[src/design/tcc_pkg.sv]
package tcc_pkg;

	localparam int COL_W = 7;
	localparam int ROW_W = 5;
	localparam int CHAR_W = 8;
	localparam int CMD_W = 2;

	localparam logic [CMD_W-1:0] CMD_WRITE  = 2'd0;
	localparam logic [CMD_W-1:0] CMD_SCROLL = 2'd1;
	localparam logic [CMD_W-1:0] CMD_CLEAR  = 2'd2;
	localparam logic [CMD_W-1:0] CMD_BELL   = 2'd3;

	localparam logic [CHAR_W-1:0] CH_NUL = 8'd0;
	localparam logic [CHAR_W-1:0] CH_BEL = 8'd7;
	localparam logic [CHAR_W-1:0] CH_BS  = 8'd8;
	localparam logic [CHAR_W-1:0] CH_TAB = 8'd9;
	localparam logic [CHAR_W-1:0] CH_LF  = 8'd10;
	localparam logic [CHAR_W-1:0] CH_FF  = 8'd12;
	localparam logic [CHAR_W-1:0] CH_CR  = 8'd13;

	localparam int TAB_STOP = 8;

	// register indexes (paddr[2])
	localparam logic REG_LINE_WRAP = 1'b0;

	typedef struct packed {
		logic [CMD_W-1:0]  command;
		logic [CHAR_W-1:0] glyph;
		logic [COL_W-1:0]  column;
		logic [ROW_W-1:0]  row;
		logic              last;
	} result_t;

	// results of one item, scroll (if any) ahead of the write
	typedef struct packed {
		logic [1:0] count;
		result_t    res0;
		result_t    res1;
	} step_out_t;

endpackage

[src/design/tcc_cursor.sv]
module tcc_cursor #(
	parameter int COLUMNS = 80,
	parameter int ROWS = 24
) (
	input  logic                        clk,
	input  logic                        arst_n,
	input  logic                        step,
	input  logic [tcc_pkg::CHAR_W-1:0]  char_code,
	input  logic                        raw_mode,
	input  logic                        line_wrap,
	output tcc_pkg::step_out_t          step_out
);

	localparam logic [tcc_pkg::COL_W-1:0] COLS_V   = tcc_pkg::COL_W'(COLUMNS);
	localparam logic [tcc_pkg::COL_W-1:0] LAST_COL = tcc_pkg::COL_W'(COLUMNS - 1);
	localparam logic [tcc_pkg::ROW_W-1:0] LAST_ROW = tcc_pkg::ROW_W'(ROWS - 1);
	localparam logic [tcc_pkg::COL_W:0]   TAB_MASK = (tcc_pkg::COL_W + 1)'(tcc_pkg::TAB_STOP - 1);

	logic [tcc_pkg::COL_W-1:0] col_q, col_d;
	logic [tcc_pkg::ROW_W-1:0] row_q, row_d;

	logic                      is_glyph;
	logic                      pending;
	logic                      at_bottom;
	logic [tcc_pkg::COL_W-1:0] wcol;
	logic [tcc_pkg::ROW_W-1:0] wrow;
	logic                      wscroll;
	logic [tcc_pkg::COL_W:0]   col_inc;
	logic [tcc_pkg::COL_W:0]   tab_col;
	tcc_pkg::result_t          scroll_res, write_res, single_res;

	assign at_bottom = (row_q == LAST_ROW);
	assign pending = (col_q >= COLS_V);
	assign tab_col = ({1'b0, col_q} | TAB_MASK) + (tcc_pkg::COL_W + 1)'(1);

	always_comb begin
		case (char_code)
			tcc_pkg::CH_NUL, tcc_pkg::CH_BEL, tcc_pkg::CH_BS, tcc_pkg::CH_TAB,
			tcc_pkg::CH_LF, tcc_pkg::CH_FF, tcc_pkg::CH_CR: is_glyph = raw_mode;
			default: is_glyph = 1'b1;
		endcase
	end

	// glyph path: a pending wrap does a line feed (or, with wrap off, stays on the last column), then the write
	always_comb begin
		wcol = col_q;
		wrow = row_q;
		wscroll = 1'b0;
		if (pending) begin
			if (line_wrap) begin
				wcol = '0;
				if (at_bottom) begin
					wscroll = 1'b1;
				end else begin
					wrow = row_q + tcc_pkg::ROW_W'(1);
				end
			end else begin
				wcol = LAST_COL;
			end
		end
		col_inc = {1'b0, wcol} + (tcc_pkg::COL_W + 1)'(1);
	end

	always_comb begin
		scroll_res = '0;
		scroll_res.command = tcc_pkg::CMD_SCROLL;
		write_res = '0;
		write_res.command = tcc_pkg::CMD_WRITE;
		write_res.glyph = char_code;
		write_res.column = wcol;
		write_res.row = wrow;
		write_res.last = 1'b1;
		single_res = '0;
		single_res.last = 1'b1;

		col_d = col_q;
		row_d = row_q;
		step_out = '0;

		if (is_glyph) begin
			row_d = wrow;
			if (!line_wrap && col_inc >= {1'b0, COLS_V}) begin
				col_d = LAST_COL;
			end else begin
				col_d = col_inc[tcc_pkg::COL_W-1:0];
			end
			if (wscroll) begin
				step_out.count = 2'd2;
				step_out.res0 = scroll_res;
				step_out.res1 = write_res;
			end else begin
				step_out.count = 2'd1;
				step_out.res0 = write_res;
			end
		end else begin
			case (char_code)
				tcc_pkg::CH_BEL: begin
					single_res.command = tcc_pkg::CMD_BELL;
					step_out.count = 2'd1;
					step_out.res0 = single_res;
				end
				tcc_pkg::CH_BS: begin
					if (col_q != '0)
						col_d = col_q - tcc_pkg::COL_W'(1);
				end
				tcc_pkg::CH_TAB: begin
					if (tab_col > {1'b0, LAST_COL})
						col_d = LAST_COL;
					else
						col_d = tab_col[tcc_pkg::COL_W-1:0];
				end
				tcc_pkg::CH_LF: begin
					if (at_bottom) begin
						single_res.command = tcc_pkg::CMD_SCROLL;
						step_out.count = 2'd1;
						step_out.res0 = single_res;
					end else begin
						row_d = row_q + tcc_pkg::ROW_W'(1);
					end
				end
				tcc_pkg::CH_FF: begin
					single_res.command = tcc_pkg::CMD_CLEAR;
					step_out.count = 2'd1;
					step_out.res0 = single_res;
					col_d = '0;
					row_d = '0;
				end
				tcc_pkg::CH_CR: col_d = '0;
				default: ;
			endcase
		end
	end

	always_ff @(posedge clk or negedge arst_n) begin
		if (!arst_n) begin
			col_q <= '0;
			row_q <= '0;
		end else if (step) begin
			col_q <= col_d;
			row_q <= row_d;
		end
	end

endmodule

[src/design/tcc_result_fifo.sv]
module tcc_result_fifo (
	input  logic               clk,
	input  logic               arst_n,
	input  tcc_pkg::step_out_t push,
	input  logic               pop,
	output tcc_pkg::result_t   head,
	output logic               not_empty,
	output logic               room2
);

	localparam int DEPTH = 4;
	localparam int PTR_W = $clog2(DEPTH);

	tcc_pkg::result_t mem_q [DEPTH];
	logic [PTR_W-1:0] wptr_q, rptr_q;
	logic [PTR_W:0]   cnt_q;
	logic             do_pop;

	assign not_empty = (cnt_q != '0);
	assign room2 = (cnt_q <= (PTR_W + 1)'(DEPTH - 2));
	assign head = mem_q[rptr_q];
	assign do_pop = pop && not_empty;

	always_ff @(posedge clk) begin
		if (push.count != 2'd0)
			mem_q[wptr_q] <= push.res0;
		if (push.count == 2'd2)
			mem_q[wptr_q + PTR_W'(1)] <= push.res1;
	end

	always_ff @(posedge clk or negedge arst_n) begin
		if (!arst_n) begin
			wptr_q <= '0;
			rptr_q <= '0;
			cnt_q <= '0;
		end else begin
			wptr_q <= wptr_q + PTR_W'(push.count);
			if (do_pop)
				rptr_q <= rptr_q + PTR_W'(1);
			cnt_q <= cnt_q + (PTR_W + 1)'(push.count) - (PTR_W + 1)'(do_pop);
		end
	end

endmodule

[src/design/teletype_cursor_control_unit.sv]
// An accepted item waits in the input register until the result queue has room for two results;
// it is then written to the queue, whose head drives m_tdata and m_tlast.
// Throughput: one item per cycle while each gives at most one result and the queue has room;
// the output side sends one result per cycle while m_tready is high, a wrap's scroll ahead of its write.
// Reset: arst_n clears cursor to row 0 column 0, empties the queue, sets line_wrap to 1.
module teletype_cursor_control_unit #(
	parameter int COLUMNS = 80,
	parameter int ROWS = 24
) (
	input  logic        clk,
	input  logic        arst_n,
	input  logic        s_tvalid,
	output logic        s_tready,
	input  logic [7:0]  s_tdata,   // [7:0] char_code
	input  logic [0:0]  s_tuser,   // [0] raw_mode
	output logic        m_tvalid,
	input  logic        m_tready,
	output logic [23:0] m_tdata,   // [1:0] command, [9:2] glyph, [16:10] column,
	                               // [21:17] row, [23:22] zero
	output logic        m_tlast,
	input  logic        psel,
	input  logic        penable,
	input  logic        pwrite,
	input  logic [2:0]  paddr,
	input  logic [31:0] pwdata,
	output logic [31:0] prdata,
	output logic        pready
);

	logic                        valid_s1;
	logic [tcc_pkg::CHAR_W-1:0]  char_s1;
	logic                        raw_s1;
	logic                        line_wrap_q;
	logic                        room2;
	logic                        advance;
	tcc_pkg::step_out_t          step_out, push;
	tcc_pkg::result_t            head;

	assign pready = 1'b1;
	assign prdata = {31'b0, line_wrap_q};

	always_ff @(posedge clk or negedge arst_n) begin
		if (!arst_n) begin
			line_wrap_q <= 1'b1;
		end else if (psel && penable && pwrite && paddr[2] == tcc_pkg::REG_LINE_WRAP) begin
			line_wrap_q <= pwdata[0];
		end
	end

	// item leaves the input register once the queue has space for two results
	assign advance = valid_s1 && room2;
	assign s_tready = !valid_s1 || room2;

	always_ff @(posedge clk or negedge arst_n) begin
		if (!arst_n) begin
			valid_s1 <= 1'b0;
		end else if (s_tready) begin
			valid_s1 <= s_tvalid;
		end
	end

	always_ff @(posedge clk) begin
		if (s_tvalid && s_tready) begin
			char_s1 <= s_tdata;
			raw_s1 <= s_tuser[0];
		end
	end

	tcc_cursor #(
		.COLUMNS(COLUMNS),
		.ROWS(ROWS)
	) u_cursor (
		.clk(clk),
		.arst_n(arst_n),
		.step(advance),
		.char_code(char_s1),
		.raw_mode(raw_s1),
		.line_wrap(line_wrap_q),
		.step_out(step_out)
	);

	always_comb begin
		push = step_out;
		if (!advance)
			push.count = 2'd0;
	end

	tcc_result_fifo u_fifo (
		.clk(clk),
		.arst_n(arst_n),
		.push(push),
		.pop(m_tready),
		.head(head),
		.not_empty(m_tvalid),
		.room2(room2)
	);

	assign m_tdata = {2'b00, head.row, head.column, head.glyph, head.command};
	assign m_tlast = head.last;

endmodule

[config.mk]
export PLATFORM = sky130hd
export DESIGN_NAME = teletype_cursor_control_unit
export DESIGN_NICKNAME = d
export VERILOG_FILES = /design/src/design/tcc_pkg.sv /design/src/design/tcc_cursor.sv /design/src/design/tcc_result_fifo.sv /design/src/design/teletype_cursor_control_unit.sv
export SDC_FILE = /design/constraint.sdc
export NUM_CORES = 1
export LEC_CHECK = 0
export BUFFER_PORTS_ARGS = -buffer_cell sky130_fd_sc_hd__buf_2
export CORE_MARGIN = 1
export CORE_UTILIZATION = 55
export DETAILED_ROUTE_END_ITERATION = 10
export PLACE_DENSITY = 0.78
export RECOVER_POWER = 100
export SYNTH_ARGS = -nofsm -noshare
export SYNTH_HDL_FRONTEND = slang
export SYNTH_SLANG_ARGS = --single-unit
[constraint.sdc]
create_clock -name clk -period 4.1 [get_ports clk]
set_input_delay 0.41 -clock clk [delete_from_list [all_inputs] [get_ports clk]]
set_output_delay 0.41 -clock clk [all_outputs]
set_load 0.01 [all_outputs]
# Yosys cells after proc, flatten, opt, wreduce, memory -nomap -nowiden

Memories as Yosys holds them, arrays and structs flattened.
Index checks and enable logic that the tools add are counted.

Add/sub/neg operators: 9
$lt $le $gt $ge: 4
Equality and inequality tests: 9
Mux-type cells: 27
Bitwise gates (word level): 1
Reduce and logical (&&, ||, !) cells: 20

Operators with widths:

| operator                                                      | count |
|---|---|
| one-hot mux 25 bit (3 select lines)                           | 1 |
| two-way mux 25 bit                                            | 2 |
| two-way mux 21 bit                                            | 2 |
| two-way mux 7 bit                                             | 6 |
| == test 8 x 4 -> 1 bit, second input constant                 | 5 |
| two-way mux 24 bit                                            | 1 |
| one-hot mux 7 bit (3 select lines)                            | 1 |
| two-way mux 5 bit                                             | 4 |
| adder 7 x 1 -> 8 bit, second input constant                   | 2 |
| one-hot mux 5 bit (2 select lines)                            | 1 |
| == test 8 x 3 -> 1 bit, second input constant                 | 1 |
| >= comparator 8 x 7 -> 1 bit, second input constant           | 1 |
| greater-than comparator 8 x 7 -> 1 bit, second input constant | 1 |
| zero test 8 bit                                               | 1 |
| two-way mux 1 bit                                             | 8 |
| >= comparator 7 bit, second input constant                    | 1 |
| logical AND 1 bit                                             | 7 |
| nonzero test 7 bit                                            | 1 |
| OR reduction 7 bit                                            | 1 |
| subtractor 7 x 1 -> 7 bit, second input constant              | 1 |
| nonzero test 3 bit                                            | 2 |
| adder 5 x 1 -> 5 bit, second input constant                   | 1 |
| == test 5 bit, second input constant                          | 1 |
| adder 2 x 1 -> 2 bit, second input constant                   | 2 |
| other kinds (15)                                              | 16 |

Register bits after elaboration: 30
Memory bits (writable): 92
Input bits: 51
Output and inout port bits: 60
Logic and storage cells: 80
Memories: 1

Memory list:

| memory       | words | bits a word | read ports | clocked after Yosys merged registers in | wr ports | RTL line              | text |
|---|---|---|---|---|---|---|---|
| u_fifo.mem_q | 4     | 23          | 1          | 0                                       | 2        | tcc_result_fifo.sv:14 | `tcc_pkg::result_t mem_q [DEPTH];` |

# Longest topological paths before layout

Depth in word-level cells: 10
Mapped depth: 10
Gate-level depth less buffers: 9

# Cells and area by module

From an unflattened synthesis, not the netlist that was laid out.

Cells, all modules: 555
Area total of the unflattened synthesis: 7,422.1 um^2

Modules (own cells, without submodules):

| module                       | times used | cells each | area an instance (um^2) | sequential area each (um^2) |
|---|---|---|---|---|
| tcc_result_fifo              | 1          | 264        | 5,052.3                 | 2,937.8 |
| tcc_cursor                   | 1          | 235        | 1,720.4                 | 300.3 |
| teletype_cursor_control_unit | 1          | 56         | 649.4                   | 321.6 |

# Worst setup path after synthesis

Ideal clock, no wire load.

Kind: register to register
From: register u_cursor.row_q[0] (netlist name)
To: memory u_fifo.mem_q[3][0] (netlist name), enable pin
Setup time: 0.378 ns
Data arrival time: 2.300 ns
Required time: 3.722 ns
Path slack: 1.422 ns
Cell stages (with the launch flop): 9
Buffers on the path: 2
Period minus slack after synthesis: 2.678 ns
Cells stage by stage: dfrtp_1 > ha_1 > buf_2 > nand4b_1 > nor2_1 > a21boi_2 > buf_2 > nand2_1 > nand2_1

RTL lines:

| element                | RTL line              | text |
|---|---|---|
| start, declared        | tcc_cursor.sv:20      | `logic [tcc_pkg::ROW_W-1:0] row_q, row_d;` |
| start signal, assigned | tcc_cursor.sv:140     | `row_q <= row_d;` |
| end, declared          | tcc_result_fifo.sv:14 |  |

==> run summary <==
The run finished, with violations left. The final reports fail on design-rule violations. sky130_fd_sc_hd__edfxtp_1 takes more of the synthesized area than any other cell. By instance count, the leading cell after synthesis is sky130_fd_sc_hd__edfxtp_1. The routed layout has 4323 vias. Once the clock tree was built, the setup fixing pass inserted 0 buffers. The max-slew headroom at the worst pin came out at 0.126. The share of synthesized registers carrying an async set or reset was 0.172. The tools report the worst path setup slack after routing as 0.477 ns. The signal on the critical path passes through ha_1 -> nand4b_1 -> nor2_1 -> a21boi_2 -> nand2_1 -> and2_1 -> inv_1 -> clkbuf_2. For the hold violation count in the final report, the log shows 0.

The largest individual stage delay along the critical path comes from the cell sky130_fd_sc_hd__a21boi_2. The setup TNS is 0 ns, and the combined area of all synthesized cells is 6540 um^2. In this run, synthesis produced a sequential element count of 122. Averaged over all synthesized cells, the footprint is 12.1 um^2. The total of max-cap violations was 0; the maximum clock path buffer count was 2.

The part of the Yosys area used for sequential elements was 0.532; the largest net degree at the start of global routing was 30. Setup repair after global routing left no endpoint under its margin. For the number of buffers created by CTS, the log shows 17. The tools report the initial core utilization as 0.568. The worst setup path is captured at a flip-flop. The share of layout cells above drive strength 1 came out at 0.155. The port buffer count works out to 43.

For the pin with the worst max-slew slack, the measured transition is 1.31 ns. The analysis attributes to cell leakage a power of 2.71 nW. For the worst-skew pair, the clock arrives at the later sink with an insertion delay of 0.42 ns. TritonCTS built the clock tree. After floorplanning, the core was divided into 39 placement rows. The leading register cell type out of synthesis is sky130_fd_sc_hd__edfxtp_1. The path with the worst hold slack has its endpoint at char_s1[2]. For the combined global-route utilization of all metal layers, the log shows 0.240. For this run, the slowest stage of the critical path takes 0.64 ns. The die span in x was 111 um; the maximum fanout along the worst path was 21. After legalization and detailed placement, the total HPWL measured 9.18 mm. Counting instances in the post-synthesis netlist gives the leading cell types as sky130_fd_sc_hd__edfxtp_1, sky130_fd_sc_hd__nor2_1, sky130_fd_sc_hd__buf_4. The overall die area came out at 12300 um^2. The highest achievable clock rate was 276 MHz; the cell depth of the worst min-delay path was 1. The min-delay analysis places its worst path in the category primary input to flip-flop.

Number of distinct library cell variants in the gate-level netlist after synthesis: 74. After technology mapping, the gate count stands at 542. Power spread over the standard cell area amounts to 728 nW/um^2. Once detail routing completed, the nets flagged for antenna violations numbered 0.

The tools report the antenna cell count as 0. On the final layout, the worst clock skew is 0.00695 ns. After detailed routing, the number of remaining DRC violations is 10.

Data on the critical path is required at its endpoint by 4.15 ns. The worst path arrival time is 3.67 ns. In the final routed layout, each cell accounts on average for 18.9 um. The tools report the total setup violations reported at the end of the flow as 0. The final period utilization is 0.884. The kind of cell with the highest combined delay along the critical path is simple AND/OR/NAND/NOR gates.

The critical path in this run is classified as flip-flop to flip-flop. The via count of the first global-routing pass came out at 4288. The worst register-to-register path begins at u_cursor.row_q[0]. The number of gates resized after cts is 0, and the floorplan core area is 11500 um^2. The run gives 4 as the number of H-tree branching levels.

The endpoint of the most critical register-to-register path is u_fifo.mem_q[1][2]. The clock net in this run drives a total of 122 sinks. The first global-routing pass estimated 22.3 mm of wire. STA classifies the critical path startpoint as a flip-flop.

Yosys mapped a number of flops with a built-in enable equal to 93. Across the VDD grid, the largest voltage drop is 0.263 mV. The floorplan step set the die height to 111 um. The synthesis warning total is 0, and the per-cell via count in the routed design is 5.88. From synthesis to final layout, the design area changed by 10.9%. Counting cells, the worst reg-to-reg path comes to 8.

The final critical-path required period works out to 3.62 ns. In this run the most critical hold path is launched from s_tdata[2]. In this run, the number of DRC markers left after iteration 0 of detailed routing was 347. The final wirelength is 13.9 mm, and the proportion of netlist area held by the largest area contributor is 0.427.

The count of pins over their slew limit is 0. The slack of the worst reg-to-reg path was 0.48 ns; the number of placed I/O pins was 111. For this run, the detailed router's first-pass iteration total came to 7. The critical path contains buffers and inverters numbering 2 combined. For this run, the post-layout net count is 641. At the placement stage, the worst setup path has a slack of 0.834 ns.

For the total overflow reported by the global router, the log shows 0. CTS placed an instance of sky130_fd_sc_hd__clkbuf_16 at the clock tree root. For the number of antenna violations at the first check in global routing, the log shows 0. After synthesis, the cell types taking the most area are sky130_fd_sc_hd__edfxtp_1, sky130_fd_sc_hd__mux4_2, sky130_fd_sc_hd__dfrtp_1.

Clock-pin slew was measured on the worst setup and hold paths at 0.06 ns. The run gives 0.857 as the placer's final routability congestion estimate.
[cell usage in the layout (no fill, tap or decap), types with 10 or more instances in the layout]
cell type	synthesis	final
sky130_fd_sc_hd__a21oi_1	16	17
sky130_fd_sc_hd__inv_1	15	15
sky130_fd_sc_hd__clkbuf_1	12	29
sky130_fd_sc_hd__xnor2_1	10	10
sky130_fd_sc_hd__buf_2	11	16
sky130_fd_sc_hd__nand2_1	31	32
sky130_fd_sc_hd__conb_1	2	34
sky130_fd_sc_hd__dfrtp_1	20	20
sky130_fd_sc_hd__mux4_2	23	23
sky130_fd_sc_hd__nor2_1	54	54
sky130_fd_sc_hd__and2_0	0	26
sky130_fd_sc_hd__o21ai_0	20	21
sky130_fd_sc_hd__edfxtp_1	93	93
sky130_fd_sc_hd__nor3_1	26	26
sky130_fd_sc_hd__clkbuf_16	0	17
[what timing repair did]
item | 4_1_cts | 5_1_grt
endpoints found under the setup margin | 0 | 0
endpoints found under the hold margin | 20 | 0
hold buffers | 1 | 0
[metrics by stage]
| stage | total power, mW | hold slack (ns) | area (um^2) | cells | utilization |
|---|---|---|---|---|---|
| after floorplan | 3.23 | 0.114 | 6660 | 574 | - |
| after global placement | 3.66 | 0.412 | 6700 | 703 | 0.581 |
| after detailed placement | 3.73 | 0.423 | 6700 | 703 | 0.581 |
| after CTS | 5.37 | 0.149 | 7350 | 735 | 0.638 |
| after global routing | 5.55 | 0.149 | 7250 | 735 | 0.630 |
| final | 5.28 | 0.163 | 7250 | 735 | 0.630 |
[layer usage]
metal,global-route usage,wire length [um]
met4,0.103,292
met1,0.295,5540
met3,0.0470,887
met2,0.416,7170
met5,0,0
[power breakdown]
group,switching (mW),internal [mW],total (mW),leakage (nW)
registers,0.270,1.67,1.93,1.20
clock network,0.550,1.08,1.63,0.314
logic,1.03,0.686,1.72,1.20
[worst max path at each step]
| stage | start | endpoint | slack, ns | cells after the start |
|---|---|---|---|---|
| floorplan | u_cursor.row_q[0] | u_fifo.mem_q[3][0] | 1.42 | 8 |
| global placement | u_cursor.row_q[0] | u_fifo.cnt_q[2] | 0.89 | 9 |
| detailed placement | u_cursor.row_q[0] | u_fifo.cnt_q[2] | 0.83 | 9 |
| CTS | u_cursor.row_q[0] | u_fifo.mem_q[1][19] | 0.74 | 8 |
| global route | u_cursor.row_q[0] | u_fifo.mem_q[1][10] | 0.25 | 8 |
| finish | u_cursor.row_q[0] | u_fifo.mem_q[1][2] | 0.48 | 8 |
[kinds of logic after synthesis]
family | count (synthesis) | synth area share
mux | 32 | 0.0936
other cells | 2 | 0.00115
fa+ha+maj | 10 | 0.0203
compound gates | 91 | 0.106
flops | 122 | 0.532
buf+inv | 80 | 0.0721
xor+xnor | 13 | 0.0174
simple gates | 192 | 0.157
[layout make-up]
cell class	count	area, um^2
multi-input cells	372	2650
repair buffers	51	234
flip-flops and latches	122	3480
clock inverters	14	220
clock buffers	17	425
well taps	143	179
fillers	872	4260
inverters	16	60.1
[flip-flops by register name, summed over array words and instances, names as in the netlist]
signal and count:
char_s1 8, line_wrap_q 1, raw_s1 1, u_cursor.col_q 7
u_cursor.row_q 5, u_fifo.cnt_q 3, u_fifo.mem_q 92, u_fifo.rptr_q 2
u_fifo.wptr_q 2, valid_s1 1
(Power assumes the default switching activity.)
